`src/trs_pkg.sv`:
```
package trs_pkg;

	localparam int QW     = 16;
	localparam int SHW    = 32;
	localparam int PROD_W = 2 * QW;
	localparam int ROT_W  = PROD_W + 2;
	localparam int MUL_W  = ROT_W + QW;
	localparam int OUT_W  = 32;
	localparam int FRAC_DROP = 20;
	localparam int N_ROT  = 9;

	localparam logic signed [ROT_W-1:0] ONE_Q28  = ROT_W'(64'sd1 <<< 28);
	localparam logic signed [MUL_W-1:0] RND_HALF = MUL_W'(64'sd1 <<< (FRAC_DROP - 1));

	typedef logic signed [QW-1:0]     q_t;
	typedef logic signed [SHW-1:0]    sh_t;
	typedef logic signed [PROD_W-1:0] prod_t;
	typedef logic signed [ROT_W-1:0]  rot_t;
	typedef logic signed [MUL_W-1:0]  mul_t;

	typedef struct packed {
		q_t  quat_x;
		q_t  quat_y;
		q_t  quat_z;
		q_t  quat_w;
		q_t  scale_x;
		q_t  scale_y;
		q_t  scale_z;
		sh_t shift_x;
		sh_t shift_y;
		sh_t shift_z;
	} in_beat_t;

	typedef struct packed {
		logic signed [OUT_W-1:0] out_r0c0;
		logic signed [OUT_W-1:0] out_r0c1;
		logic signed [OUT_W-1:0] out_r0c2;
		logic signed [OUT_W-1:0] out_r0c3;
		logic signed [OUT_W-1:0] out_r1c0;
		logic signed [OUT_W-1:0] out_r1c1;
		logic signed [OUT_W-1:0] out_r1c2;
		logic signed [OUT_W-1:0] out_r1c3;
		logic signed [OUT_W-1:0] out_r2c0;
		logic signed [OUT_W-1:0] out_r2c1;
		logic signed [OUT_W-1:0] out_r2c2;
		logic signed [OUT_W-1:0] out_r2c3;
	} out_beat_t;

	// half products x*y etc; doubling happens in stage 2
	typedef struct packed {
		prod_t xx;
		prod_t yy;
		prod_t zz;
		prod_t xy;
		prod_t xz;
		prod_t yz;
		prod_t wx;
		prod_t wy;
		prod_t wz;
		q_t [2:0]  scale;
		sh_t [2:0] shift;
	} s1_t;

	// rot[3*row + col], Q.28
	typedef struct packed {
		rot_t [N_ROT-1:0] rot;
		q_t [2:0]         scale;
		sh_t [2:0]        shift;
	} s2_t;

	typedef struct packed {
		logic ld_s1;
		logic ld_s2;
		logic ld_s3;
		logic ld_s4;
	} pipe_ld_t;

endpackage

```
`src/trs_pipe_ctl.sv`:
```
module trs_pipe_ctl import trs_pkg::*; (
	input  logic     clk,
	input  logic     arst_n,
	input  logic     in_valid,
	output logic     in_ready,
	output logic     out_valid,
	input  logic     out_ready,
	output pipe_ld_t ld
);

	logic v_s1, v_s2, v_s3, v_s4;

	always_comb begin
		ld.ld_s4 = !v_s4 || out_ready;
		ld.ld_s3 = !v_s3 || ld.ld_s4;
		ld.ld_s2 = !v_s2 || ld.ld_s3;
		ld.ld_s1 = !v_s1 || ld.ld_s2;
	end

	assign in_ready  = ld.ld_s1;
	assign out_valid = v_s4;

	always_ff @(posedge clk or negedge arst_n) begin
		if (!arst_n) begin
			v_s1 <= 1'b0;
			v_s2 <= 1'b0;
			v_s3 <= 1'b0;
			v_s4 <= 1'b0;
		end else begin
			if (ld.ld_s1) v_s1 <= in_valid;
			if (ld.ld_s2) v_s2 <= v_s1;
			if (ld.ld_s3) v_s3 <= v_s2;
			if (ld.ld_s4) v_s4 <= v_s3;
		end
	end

	a_full_stall: assert property (@(posedge clk) disable iff (!arst_n)
		(v_s1 && v_s2 && v_s3 && v_s4 && !out_ready) |-> !in_ready)
		else $error("input ready while pipe full and stalled");

	a_accept_lands: assert property (@(posedge clk) disable iff (!arst_n)
		(in_valid && in_ready) |=> v_s1)
		else $error("accepted beat missing from stage 1");

	a_hold_s3: assert property (@(posedge clk) disable iff (!arst_n)
		(v_s3 && !ld.ld_s4) |=> v_s3)
		else $error("stage 3 beat dropped under stall");

	a_conserve: assert property (@(posedge clk) disable iff (!arst_n)
		$past(arst_n) |-> ($countones({v_s1, v_s2, v_s3, v_s4}) ==
			$countones($past({v_s1, v_s2, v_s3, v_s4}))
			+ $past(in_valid && in_ready) - $past(out_valid && out_ready)))
		else $error("beats in flight not conserved");

endmodule

```
`config.mk`:
```
export PLATFORM = sky130hd
export DESIGN_NAME = trs_pipe_ctl
export DESIGN_NICKNAME = d
export VERILOG_FILES = /design/src/trs_pkg.sv /design/src/trs_pipe_ctl.sv
export SDC_FILE = /design/constraint.sdc
export NUM_CORES = 1
export LEC_CHECK = 0
export ABC_AREA = 1
export BUFFER_PORTS_ARGS = -buffer_cell sky130_fd_sc_hd__buf_2
export CAP_MARGIN = 20
export CORE_AREA = 4 4 41 43
export CTS_CLUSTER_DIAMETER = 40
export CTS_CLUSTER_SIZE = 28
export DETAILED_ROUTE_END_ITERATION = 10
export DIE_AREA = 0 0 45 47
export HOLD_SLACK_MARGIN = 0.15
export PLACE_DENSITY = 0.39
export SETUP_SLACK_MARGIN = 0.05
export SYNTH_ARGS = -nofsm -noshare
export SYNTH_HDL_FRONTEND = slang
export SYNTH_SLANG_ARGS = --single-unit
export TNS_END_PERCENT = 50
```
`constraint.sdc`:
```
create_clock -name clk -period 0.9 [get_ports clk]
set_input_delay 0.045 -clock clk [delete_from_list [all_inputs] [get_ports clk]]
set_output_delay 0.045 -clock clk [all_outputs]
set_load 0.05 [all_outputs]
```
Word-level counts from Yosys, hierarchy flattened:

Index checks and enable logic that the tools add are counted.

* reductions and logical operators: 8

Operator list (number)
* $logic_not A1 Y1: 4
* $logic_or A1 B1 Y1: 4

* register bits after elaboration: 4
* input port bits: 4
* output and inout port bits: 6
* word-level logic and storage cells: 12

Longest topological paths before layout:

* word-level depth: 5
* mapped depth: 4
* gate-level depth less buffers: 4

Least setup slack after synthesis:

OpenSTA, ideal clock, no wires.

* kind: reg-to-output
* start point: reg v_s4, in the netlist out_valid
* end point: out ld[3] (netlist name)
* arrival time: 1.814 ns
* required time: 0.855 ns
* setup slack: -0.959 ns
* cell stages (with the launch flop): 5
* path buffers: 1
* path through: dfrtp_1 -> inv_1 -> nor2_4 -> nand4_1 -> buf_4

* cells in the longest elaborated chain, start to end: 5

RTL lines
* start, declared: line trs_pipe_ctl.sv:11 `logic v_s1, v_s2, v_s3, v_s4;`
* start signal, assigned: line trs_pipe_ctl.sv:33 `if (ld.ld_s4) v_s4 <= v_s3;`
* $logic_not A1 Y1: line trs_pipe_ctl.sv:14 `ld.ld_s4 = !v_s4 || out_ready;`
* $logic_or A1 B1 Y1: line trs_pipe_ctl.sv:14
* $logic_or A1 B1 Y1: line trs_pipe_ctl.sv:15 `ld.ld_s3 = !v_s3 || ld.ld_s4;`
* $logic_or A1 B1 Y1: line trs_pipe_ctl.sv:16 `ld.ld_s2 = !v_s2 || ld.ld_s3;`
* $logic_or A1 B1 Y1: line trs_pipe_ctl.sv:17 `ld.ld_s1 = !v_s1 || ld.ld_s2;`
* end, declared: line trs_pipe_ctl.sv:8 `output pipe_ld_t ld`

No other way between the ends.

Worst setup path in the final report:

* start point: reg v_s4, in the netlist out_valid
* end point: out in_ready

* cells in the longest elaborated chain, start to end: 5

RTL lines
* $logic_not A1 Y1: line trs_pipe_ctl.sv:14
* $logic_or A1 B1 Y1: line trs_pipe_ctl.sv:14
* $logic_or A1 B1 Y1: line trs_pipe_ctl.sv:15
* $logic_or A1 B1 Y1: line trs_pipe_ctl.sv:16
* $logic_or A1 B1 Y1: line trs_pipe_ctl.sv:17
* end, declared: line trs_pipe_ctl.sv:5 `output logic in_ready,`

No other way between the ends.

==> flow_summary.json <==
{
  "drc": 0,
  "grt_pass1_wl_um": 772,
  "swShare": 0.3373,
  "hp-start": "out_ready",
  "postRouteAntennaNets": 0,
  "chipWidth_um": 45,
  "syn-cell-area_um2": 170.2,
  "cts_sinks": 4,
  "tightest_slew_ns": 0.1622,
  "setup_slack_ns": -0.2832,
  "post-synth-top-area-cell": "dfrtp_1",
  "postLayoutCellArea_um2": 350.3,
  "leakage_nw": 0.1800,
  "crit_required_ns": 0.85,
  "synthCells": 18,
  "num_rows": 13,
  "cts_buffers": 3,
  "yosysMostFrequentCell": "inv_1",
  "p_int_w": 0.0004566,
  "dr.pass1.iters": 1,
  "h-tree-depth": 1,
  "synth-edff-count": 0,
  "hpwlAfterDp_um": 327.2,
  "max_cap_viol_count": 0,
  "synth_seq_cells": 4,
  "cts_root_buf": "clkbuf_4",
  "seq_area_frac_synth": 0.5882,
  "cts_buffer_depth": 2,
  "r2r_slack_ns": 0.03,
  "syn_nets": 22,
  "synth_top_area_frac": 0.5882,
  "reg2regPathDepth": 5,
  "setup_viol": 6,
  "cts.clk_slew.worst_paths_ns": 0.04,
  "r2r-start": "out_valid",
  "post_drt_via_cell_ratio": 3.627,
  "area_growth_pct": 105.9,
  "core_area_um2": 1301,
  "whs_ns": 0.1843,
  "max_slew_margin": 0.8918,
  "die_h_um": 47,
  "nNetsFinal": 41,
  "ys_types": 8,
  "synthTopCellsByCount": "inv_1 (5), dfrtp_1 (4), nand2_1 (4)",
  "grt_setup_unrepaired": "true",
  "r2r-end": "v_s2",
  "antenna_found_initial": 0,
  "grt_pass1_vias": 194,
  "n_fill_cell": 151,
  "clock-skew-final_ns": 0.008888,
  "hold_path_depth": 4,
  "violations": "setup timing",
  "ir_worst_vdd_v": 0.0005917,
  "pwr-share-clk": 0.346,
  "seq_power_share": 0.312,
  "gp_congestion": 0.5822,
  "start_util": 0.1308,
  "stdcell_count": 51,
  "placed_area_um2": 227.7,
  "yosys-top-cells-area": "dfrtp_1 (59%), inv_1 (11%), nand2_1 (8.8%)",
  "cp_max_fo": 5,
  "final_max_slew_viol_count": 0,
  "cp-end-kind": "output port",
  "crit_type": "reg2out",
  "die_area_um2": 2115,
  "fmax_mhz": 845.2,
  "antenna_cells": 0,
  "whs_endpoint": "v_s1",
  "outcome": "finished, violations left",
  "cp.arrival_ns": 1.14,
  "clk_latency_ns": 0.23,
  "drive_gt1_frac": 0.5556,
  "min_period_ns": 1.183,
  "yosysWarnings": 0,
  "hold_path.class": "in2reg",
  "routed_wl_um": 477,
  "ioPinCount": 10,
  "grt_start_max_net_pins": 6,
  "grt.overflow.total": 0,
  "place_inst": 41,
  "critPathLaunchType": "flop",
  "syn_avg_cell_area_um2": 9.454,
  "post-route-period-util": 1.315,
  "netSwitchingPower_w": 0.0002324,
  "p_comb_frac": 0.342,
  "wl_per_cell_um": 9.353,
  "synth_flop_cell": "dfrtp_1",
  "grt_use_total": 0.05952,
  "synth-async-reset-ratio": 1.000,
  "io_buffers": 9,
  "p_per_area_nw_per_um2": 1967,
  "via_count": 185,
  "cts_tree": "done",
  "finalHoldViolCount": 0,
  "drt-initial-drc-count": 0
}
==> kinds of logic (layout without fill, tap and decap cells) <==
group | after synthesis | in the layout | synth area share
buf+inv | 6 | 24 | 0.1544
flops | 4 | 4 | 0.5883
simple gates | 8 | 8 | 0.2573
==> how the worst max path moves through the flow <==
stage / start / depth (start not counted) / to / slack, ns
3_3_place_gp: out_valid / 4 / in_ready / -0.0006
4_1_cts: out_valid / 4 / in_ready / -0.28
2_1_floorplan: out_valid / 4 / ld[3] / -0.75
3_5_place_dp: out_valid / 4 / in_ready / -0.03
6_report: out_valid / 4 / in_ready / -0.28
5_1_grt: out_valid / 4 / in_ready / -0.37
==> power groups by stage <==
| stage | registers (W) | logic (W) | clock network [W] |
|---|---|---|---|
| 3_5_place_dp | 0.000215 | 0.000170 | 0 |
| 3_3_place_gp | 0.000213 | 0.000167 | 0 |
| 2_1_floorplan | 0.000225 | 0.000124 | 0 |
| 6_report | 0.000215 | 0.000236 | 0.000238 |
| 5_1_grt | 0.000218 | 0.000252 | 0.000260 |
| 4_1_cts | 0.000214 | 0.000214 | 0.000252 |
==> final cells by class <==
class                      count  area, um^2  share of cell area
multi-input combinational      8       51.30              0.1464
inverter                       5       18.77             0.05357
sequential                     4       101.3              0.2893
timing repair buffer          15       133.9              0.3821
clock buffer                   4       26.28             0.07500
tap                           15       18.77             0.05357
==> layout by cell type, fill, tap and decap left out <==
| cell type | netlist | routed |
|---|---|---|
| buf_2 | 0 | 2 |
| buf_4 | 1 | 6 |
| buf_6 | 0 | 3 |
| buf_8 | 0 | 1 |
| clkbuf_1 | 0 | 1 |
| clkbuf_4 | 0 | 3 |
| dfrtp_1 | 4 | 3 |
| dfrtp_2 | 0 | 1 |
| dlygate4sd3_1 | 0 | 3 |
| inv_1 | 5 | 4 |
| inv_2 | 0 | 1 |
| nand2_1 | 4 | 3 |
| nand2_2 | 0 | 1 |
| nand3_2 | 0 | 1 |
| nand4_1 | 1 | 1 |
| nor2_4 | 1 | 1 |
| or2_1 | 1 | 1 |
==> sequential cells by signal, indices dropped and copies added (netlist names) <==
register	cells
v_s2	1
v_s1	1
out_valid	1
v_s3	1
==> per-stage QoR <==
step | setup slack (ns) | util | total power, W | TNS [ns]
6_report | -0.2832 | 0.2692 | 0.0006890 | -1.228
5_1_grt | -0.3704 | 0.2692 | 0.0007301 | -1.687
4_1_cts | -0.2820 | 0.2462 | 0.0006798 | -1.086
3_5_place_dp | -0.02581 | 0.1750 | 0.0003848 | -0.05026
3_3_place_gp | -0.0006433 | 0.1750 | 0.0003794 | -0.001021
2_1_floorplan | -0.7479 | - | 0.0003489 | -3.009
==> layer usage <==
metal	global-route usage	vias to the layer above	wire (um)
li1	-	88	-
met1	0.05069	85	159
met2	0.07627	10	231
met3	0.05364	2	76
met4	0.07018	0	9
met5	0	-	0
==> repair_timing <==
action	4_1_cts	5_1_grt
endpoints found under the setup margin	6	13
resized for setup	9	6
buffers inserted	1	2
gates cloned	0	0
hold buffers	3	0
pin swaps	0	1
hold endpoints to repair	6	0
==> worst max-delay path, cell delays in order (launching register included) <==
cell	delay, ns
dfrtp_2	0.36
inv_2	0.04
nor2_4	0.12
nand4_1	0.15
buf_4	0.23
No activity file was read; power rests on OpenSTA's default activity.
