## src/trs_pkg.sv

```systemverilog
package trs_pkg;

	localparam int QW     = 16;
	localparam int SHW    = 32;
	localparam int PROD_W = 2 * QW;
	localparam int ROT_W  = PROD_W + 2;
	localparam int MUL_W  = ROT_W + QW;
	localparam int OUT_W  = 32;
	localparam int FRAC_DROP = 20;
	localparam int N_ROT  = 9;

	localparam logic signed [ROT_W-1:0] ONE_Q28  = ROT_W'(64'sd1 <<< 28);
	localparam logic signed [MUL_W-1:0] RND_HALF = MUL_W'(64'sd1 <<< (FRAC_DROP - 1));

	typedef logic signed [QW-1:0]     q_t;
	typedef logic signed [SHW-1:0]    sh_t;
	typedef logic signed [PROD_W-1:0] prod_t;
	typedef logic signed [ROT_W-1:0]  rot_t;
	typedef logic signed [MUL_W-1:0]  mul_t;

	typedef struct packed {
		q_t  quat_x;
		q_t  quat_y;
		q_t  quat_z;
		q_t  quat_w;
		q_t  scale_x;
		q_t  scale_y;
		q_t  scale_z;
		sh_t shift_x;
		sh_t shift_y;
		sh_t shift_z;
	} in_beat_t;

	typedef struct packed {
		logic signed [OUT_W-1:0] out_r0c0;
		logic signed [OUT_W-1:0] out_r0c1;
		logic signed [OUT_W-1:0] out_r0c2;
		logic signed [OUT_W-1:0] out_r0c3;
		logic signed [OUT_W-1:0] out_r1c0;
		logic signed [OUT_W-1:0] out_r1c1;
		logic signed [OUT_W-1:0] out_r1c2;
		logic signed [OUT_W-1:0] out_r1c3;
		logic signed [OUT_W-1:0] out_r2c0;
		logic signed [OUT_W-1:0] out_r2c1;
		logic signed [OUT_W-1:0] out_r2c2;
		logic signed [OUT_W-1:0] out_r2c3;
	} out_beat_t;

	// half products x*y etc; doubling happens in stage 2
	typedef struct packed {
		prod_t xx;
		prod_t yy;
		prod_t zz;
		prod_t xy;
		prod_t xz;
		prod_t yz;
		prod_t wx;
		prod_t wy;
		prod_t wz;
		q_t [2:0]  scale;
		sh_t [2:0] shift;
	} s1_t;

	// rot[3*row + col], Q.28
	typedef struct packed {
		rot_t [N_ROT-1:0] rot;
		q_t [2:0]         scale;
		sh_t [2:0]        shift;
	} s2_t;

	typedef struct packed {
		logic ld_s1;
		logic ld_s2;
		logic ld_s3;
		logic ld_s4;
	} pipe_ld_t;

endpackage

```

## src/trs_rot_build.sv

```systemverilog
module trs_rot_build import trs_pkg::*; (
	input  logic clk,
	input  logic ld,
	input  s1_t  d,
	output s2_t  q
);

	s2_t  stg_s2;
	rot_t xx, yy, zz, xy, xz, yz, wx, wy, wz;
	rot_t [N_ROT-1:0] rot;

	always_comb begin
		xx = ROT_W'(d.xx);
		yy = ROT_W'(d.yy);
		zz = ROT_W'(d.zz);
		xy = ROT_W'(d.xy);
		xz = ROT_W'(d.xz);
		yz = ROT_W'(d.yz);
		wx = ROT_W'(d.wx);
		wy = ROT_W'(d.wy);
		wz = ROT_W'(d.wz);
		rot[0] = ONE_Q28 - ((yy + zz) <<< 1);
		rot[1] = (xy - wz) <<< 1;
		rot[2] = (xz + wy) <<< 1;
		rot[3] = (xy + wz) <<< 1;
		rot[4] = ONE_Q28 - ((xx + zz) <<< 1);
		rot[5] = (yz - wx) <<< 1;
		rot[6] = (xz - wy) <<< 1;
		rot[7] = (yz + wx) <<< 1;
		rot[8] = ONE_Q28 - ((xx + yy) <<< 1);
	end

	always_ff @(posedge clk) begin
		if (ld) begin
			stg_s2.rot   <= rot;
			stg_s2.scale <= d.scale;
			stg_s2.shift <= d.shift;
		end
	end

	assign q = stg_s2;

endmodule

```

## config.mk

```make
export PLATFORM = sky130hd
export DESIGN_NAME = trs_rot_build
export DESIGN_NICKNAME = d
export VERILOG_FILES = /design/src/trs_pkg.sv /design/src/trs_rot_build.sv
export SDC_FILE = /design/constraint.sdc
export NUM_CORES = 1
export LEC_CHECK = 0
export ABC_CLOCK_PERIOD_IN_PS = 4400
export BUFFER_PORTS_ARGS = -buffer_cell sky130_fd_sc_hd__buf_4
export CAP_MARGIN = 20
export CORE_AREA = 2 2 342 344
export CTS_CLUSTER_DIAMETER = 200
export DETAILED_ROUTE_END_ITERATION = 8
export DIE_AREA = 0 0 344 346
export MAX_ROUTING_LAYER = met4
export PLACE_DENSITY_LB_ADDON = 0.3
export SLEW_MARGIN = 20
export SYNTH_ARGS = -nofsm -noshare
export SYNTH_HDL_FRONTEND = slang
export SYNTH_SLANG_ARGS = --single-unit
```

## constraint.sdc

```tcl
create_clock -name clk -period 4.4 [get_ports clk]
set_input_delay 0.88 -clock clk [delete_from_list [all_inputs] [get_ports clk]]
set_output_delay 0.88 -clock clk [all_outputs]
set_load 0.005 [all_outputs]
```

# Word-level counts from Yosys, hierarchy flattened

Index checks and enable logic that the tools add are counted.

Bits in registers: 444
Output and inout bits: 450

Add/sub/neg operators: 12

Operator list:

| operator                                            | number |
|---|---|
| adder 32 x 32 -> 33 bit                             | 6 |
| subtractor 30 x 34 -> 34 bit (first input constant) | 3 |
| subtractor 32 x 32 -> 33 bit                        | 3 |

# Logic depth before layout (Yosys ltp)

Gate-level depths: netlist of run 1.

Word-level depth: 2
Mapped depth: 14
Gate-level depth less buffers: 14

# Worst setup path before layout of run 1

OpenSTA, ideal clock, no wires.

Path type: input-to-reg
Start: in d[368] in the netlist's numbering
End: reg stg_s2, in the netlist q[446] (data pin)
Arrival: 3.899 ns
Required time: 4.142 ns
Setup slack: 0.243 ns
Stages on the path: 14
Cells stage by stage: ha_1 -> inv_1 -> fa_1 -> nor2b_4 -> o31a_1 -> o41a_1 -> a21oi_2 -> xnor2_1 -> or4_4 -> or3_4 -> nor3_4 -> a41o_1 -> mux2i_1 -> xnor2_1

RTL lines:

| item        | line               | text |
|---|---|---|
| from (decl) | trs_rot_build.sv:4 | `input s1_t d,` |
| to (decl)   | trs_rot_build.sv:8 | `s2_t stg_s2;` |

==> results.toml, run 1 <==
[logic_synthesis]
async_flop_share_pct = 0
yosys_warnings = 0
synth_flop_cell = "edfxtp_1"
synth_edf_count = 438
synth_top_area_cell = "edfxtp_1"
syn_area_mm2 = 0.0300
avgSynthCellArea_um2 = 10.2
ys_seq_elements = 438
synth_top_area_share_pct = 43.9
synth_area_leaders = "edfxtp_1 (44%), ha_1 (12%), xnor2_1 (6.1%)"
synth_cell_type_count = 96
syn_inst = 2927
yosysSeqAreaShare_pct = 43.9

[clock_tree]
cts_buffer_depth = 3
numClockSinks = 438
cts.reportedPaths.clkPinSlew_ns = 0.06
postCtsSetupBuffers = 0
cts_htree_levels = 2
tritoncts = "yes"
cts_buffers = 57
root_buffer = "clkbuf_16"

[pwr]
p_per_area_mw_per_mm2 = 360
power_mw = 15.1
p_int_mw = 10.4
ir_drop_v = 0.000304
switching_share_pct = 31.5
seqPwrFrac_pct = 36.8
p_leak_nw = 18.2
combPwrFrac_pct = 31.7
p_sw_mw = 4.77
clockPowerShare_pct = 31.6

[global_route]
grt_max_degree = 91
grt_pass1_vias = 26300
grt_overflow = 0
grt_pass1_wl_um = 166000
antenna_found_initial = 33
grt_usage_pct = 19.3

[layout]
final_net_count = 4765
n_fill_cell = 11700
drive_above_1_share_pct = 31.1
largest_reg_flops = 438
syn_to_final_growth_pct = 40.4
utilization_pct = 36.4

[route]
drt_iter0_drc = 1387
drcViolationCount = 0
wl_per_cell_um = 20.8
antenna_left = 0
firstDrtPassIters = 7
routed_wl_um = 117000
vias = 26400
vias_per_cell = 4.69

[die]
fp.dieH_um = 346
coreArea_mm2 = 0.115
die_w_um = 344
start_util_pct = 26.0
die_area_mm2 = 0.119
fp-row-count = 125
io_pins = 884

[timing]
setup_tns_ns = 0
period_share_pct = 93.5
final.setup.worst_slack_ns = 0.287
slew_viol_final = 0
hold_viol = 0
relSlewSlack_pct = 37.9
rsz0062_at_grt = "no"
worst_pin_slew_ns = 0.932
setup_viol = 0
timing.fmax_mhz = 243
min_period_ns = 4.11

[min_path]
hold_path_depth = 1
worstHoldPathType = "in2reg"
min_to = "q[51]"
holdCritStartpoint = "d[51]"

[critical_path]
path_class = "in2reg"
critPathLaunch = "d[336]"
slowest_delay_ns = 0.56
critPathMaxFanout = 3
slowest_stage = "a2111oi_1"
cp_data_required_time_ns = 4.79
path_common_cell = "buf_4"
critPathLaunchType = "input pin"
cp_data_arrival_time_ns = 4.50
end_kind = "register"
path_cells = "buf_4, ha_1, inv_1, fa_1, nand2b_1, a21oi_1, o21ai_2, a2111oi_1, buf_4, nor2_1, xnor2_1, or3b_1, nor4_1, buf_4, a31oi_1, nor3_1, xnor2_1"

[run_status]
status = "finished, final reports clean"

[run]
maxCapViolCount = 0

[placement]
dp_slack_ns = -0.983
routabilityCongestion = 0.917
port_buffers = 874
place_hpwl_um = 96800
## area by class of cell
class                   count  area, um^2  area share, %
multi-input cells        2162       15500           37.0
clock inverters            41         395          0.940
clock buffers              65        1480           3.51
inverters                 238         893           2.12
diodes                     31        77.6          0.185
repair buffers           1134        8600           20.4
flip-flops and latches    438       13200           31.3
well taps                1524        1910           4.54
## power groups by stage
stage,Sequential [mW],Combinational [mW],Clock (mW)
6_report,5.57,4.79,4.78
5_1_grt,5.62,5.23,5.09
4_1_cts,5.58,4.82,4.96
3_5_place_dp,5.65,4.79,0
3_3_place_gp,5.65,4.78,0
2_1_floorplan,5.66,2.16,0
## worst max path at each step
stage | slack, ns | endpoint | cells after the start
2_1_floorplan | 0.24 | q[446] | 14
3_3_place_gp | -0.99 | q[279] | 15
3_5_place_dp | -0.98 | q[279] | 15
4_1_cts | 0.1 | q[279] | 15
5_1_grt | 0.04 | q[312] | 17
6_report | 0.29 | q[312] | 17
## worst max-delay path, delay by kind of cell
| kind | cells | cell delay (ns) |
|---|---|---|
| xor+xnor | 2 | 0.26 |
| fa+ha+maj | 2 | 0.55 |
| compound gates | 4 | 1.10 |
| simple gates | 5 | 1.12 |
| buf+inv | 4 | 0.58 |
## what timing repair did
action                                  CTS  global route
pin swaps                                 0             1
resized for setup                         2             3
cloned                                    0             0
hold buffers                              0             0
endpoints found under the setup margin    3             3
## Yosys cell counts, drive strengths merged, types with 9 or more instances
cell,instances
o21ai,117
a2111oi,15
buf,17
o21bai,54
nor2b,35
nand2,136
or2,12
inv,237
o311ai,9
nor2,241
xor2,95
nor3,91
a21oi,243
nor4,32
edfxtp,438
clkbuf,80
fa,9
nand2b,35
o31ai,21
or4,11
nand4,33
and2,21
and3,35
o21a,37
o211ai,27
a21o,65
a211oi,26
or3,23
nand3,57
a311oi,10
a31oi,21
ha,291
xnor2,209
nand3b,9
## cells by family (layout without fill, tap and decap cells)
family	after synthesis	after routing	synth area share, %
multiplexers	5	5	0.167
AO/OA/AOI/OAI	753	753	16.6
buffers and inverters	335	1478	4.36
adder cells (fa/ha/maj)	300	300	12.8
XOR/XNOR	304	304	8.89
other	1	40	0.0125
AND/OR/NAND/NOR	791	791	13.3
flip-flops	438	438	43.9
## through the flow
stage	cells	hold slack, ns	instance area (um^2)
2_1_floorplan	2935	0.979	30000
3_3_place_gp	5496	1.06	40100
3_5_place_dp	5496	1.06	40100
4_1_cts	5602	0.330	42000
5_1_grt	5632	0.356	42000
6_report	5633	0.411	42000
## routing by layer
| metal | vias to the layer above | part of all wire (%) | wire length, um | GRT usage [%] |
|---|---|---|---|---|
| met5 | - | 0 | 0 | - |
| met4 | 0 | 4.7 | 5550 | 8.90 |
| met3 | 189 | 9.2 | 10800 | 6.84 |
| met2 | 817 | 49 | 57500 | 32.8 |
| met1 | 12500 | 37 | 43300 | 19.9 |
| li1 | 13000 | - | - | - |
## placed cells by master (no fill, tap or decap), drive strengths merged, types with 25 or more instances in the layout
cell	synthesis	final
diode	0	31
nand4	33	33
nor2b	35	35
nand3	57	57
buf	17	1134
o21ai	117	117
xor2	95	95
a211oi	26	26
nand2b	35	35
nor2	241	241
o21a	37	37
nor4	32	32
nor3	91	91
ha	291	291
a21oi	243	243
o211ai	27	27
o21bai	54	54
clkinv	1	25
inv	237	240
nand2	136	136
and3	35	35
edfxtp	438	438
clkbuf	80	65
xnor2	209	209
a21o	65	65
No activity file was read; power rests on OpenSTA's default activity.
==> run 2, diff against run 1 <==
--- a/config.mk
+++ b/config.mk
@@ -14,5 +14,5 @@
 export DIE_AREA = 0 0 344 346
 export MAX_ROUTING_LAYER = met4
-export PLACE_DENSITY_LB_ADDON = 0.3
+export PLACE_DENSITY = 0.54
 export SLEW_MARGIN = 20
 export SYNTH_ARGS = -nofsm -noshare
==> constraint.sdc (replaced) <==
create_clock -name clk -period 4.4 [get_ports clk]
set_input_delay 0.88 -clock clk [delete_from_list [all_inputs] [get_ports clk]]
set_output_delay 0.88 -clock clk [all_outputs]
set_load 0.05 [all_outputs]
==> results.toml, run 2 (synthesized netlist as in run 1, its figures left out) <==
[die]
coreArea_mm2 = 0.115
start_util_pct = 26.0
fp-row-count = 125
die_area_mm2 = 0.119
die_w_um = 344
io_pins = 884
fp.dieH_um = 346

[timing]
period_share_pct = 92.9
timing.fmax_mhz = 245
setup_viol = 0
relSlewSlack_pct = 43.5
hold_viol = 0
rsz0062_at_grt = "no"
worst_pin_slew_ns = 0.848
slew_viol_final = 0
hold_slack_ns = 0.392
min_period_ns = 4.09

[critical_path]
path_common_cell = "buf_4"
slowest_delay_ns = 0.67
end_kind = "register"
cp_data_arrival_time_ns = 4.49
path_cells = "buf_4, ha_1, inv_1, fa_1, o21bai_1, a2111oi_0, buf_4, nor4_1, buf_4, a2111oi_2, a2111oi_0, o21ai_1, a211oi_1, buf_4, o31ai_1, or3_1, a22o_1"
path_class = "in2reg"
cp_data_required_time_ns = 4.80
slowest_stage = "a2111oi_0"
critPathMaxFanout = 2
critPathLaunchType = "input pin"

[clock_tree]
postCtsSetupBuffers = 0
tritoncts = "yes"
holdBufCountCts = 0
cts_resized = 0
cts_buffer_depth = 3
cts_htree_levels = 2
cts.reportedPaths.clkPinSlew_ns = 0.06
root_buffer = "clkbuf_16"
numClockSinks = 438
cts_buffers = 56

[global_route]
grt_pass1_wl_um = 166000
grt_overflow = 0
grt_max_degree = 92
grt_pass1_vias = 26300
antenna_found_initial = 26
grt_usage_pct = 19.2

[placement]
routabilityCongestion = 0.921
place_hpwl_um = 97600
port_buffers = 874

[route]
drt_iter0_drc = 1475
antenna_left = 0
vias = 26400
drcViolationCount = 0
routed_wl_um = 117000
wl_per_cell_um = 20.8
vias_per_cell = 4.70
firstDrtPassIters = 7

[layout]
largest_reg_flops = 438
utilization_pct = 36.4
final_common_cell = "buf_4"
final_net_count = 4768
syn_to_final_growth_pct = 40.4
drive_above_1_share_pct = 31.0
layout_common_cells = "buf_4 (1132), edfxtp_1 (438), ha_1 (291)"

[pwr]
p_per_area_mw_per_mm2 = 410
ir_drop_v = 0.000300
p_leak_nw = 18.3

[run_status]
status = "finished, final reports clean"

[run]
maxCapViolCount = 0

[min_path]
worstHoldPathType = "in2reg"
==> run 2: changes by cell type in the layout (fill, tap and decap cells not counted), moves of 2 or more <==
cell | previous run | this run
bufinv_16 | 5 | 8
clkinvlp_4 | 9 | 4
clkbuf_16 | 58 | 56
diode_2 | 31 | 24
buf_4 | 1127 | 1132
clkinv_4 | 5 | 3
==> run 2: stage by stage <==
stage | setup TNS [ns] | setup slack [ns] | total power [mW] | area [um^2] | std cells
floorplan | 0 | 0.243 | 9.79 | 30000 | 2935
global placement | -4.66 | -0.410 | 12.4 | 40100 | 5500
detailed placement | -5.23 | -0.418 | 12.4 | 40100 | 5500
CTS | 0 | 0.308 | 17.5 | 42000 | 5603
global route | 0 | 0.0155 | 18.0 | 42100 | 5627
finish | 0 | 0.314 | 17.2 | 42100 | 5627
==> run 2: final cells by class <==
cell class                      instances  area [um^2]
Antenna cell                           24         60.1
Clock buffer                           63         1430
Clock inverter                         40          475
Fill cell                           11700        73400
Inverter                              238          893
Multi-Input combinational cell       2162        15500
Sequential cell                       438        13200
Tap cell                             1524         1910
Timing Repair Buffer                 1138         8610
==> run 2: where the power goes <==
| group | switching [mW] | internal [mW] |
|---|---|---|
| combinational | 4.42 | 2.36 |
| clock | 2.06 | 2.82 |
| sequential | 0.211 | 5.36 |
| total | 6.69 | 10.5 |
==> run 2: per-layer routing <==
layer / routed length (um) / up-vias / GRT usage [%]
met4: 3430 / 0 / 5.95
met1: 45200 / 12500 / 20.6
li1: - / 13000 / -
met2: 58700 / 813 / 33.7
met3: 9730 / 142 / 5.87
met5: 0 / - / -
==> run 2: worst max-delay path, delay by kind of cell <==
| family | cells | cell delay, ns |
|---|---|---|
| buffers and inverters | 5 | 0.65 |
| adders and majority gates | 2 | 0.53 |
| and+or+nand+nor | 2 | 0.56 |
| AOI/OAI and AO/OA | 8 | 1.85 |
==> run 2: final timing paths <==
kind / end / cells past startpoint / from
worst max-delay path: q[279] / 17 / d[144]
worst min-delay path: q[57] / 1 / d[57]
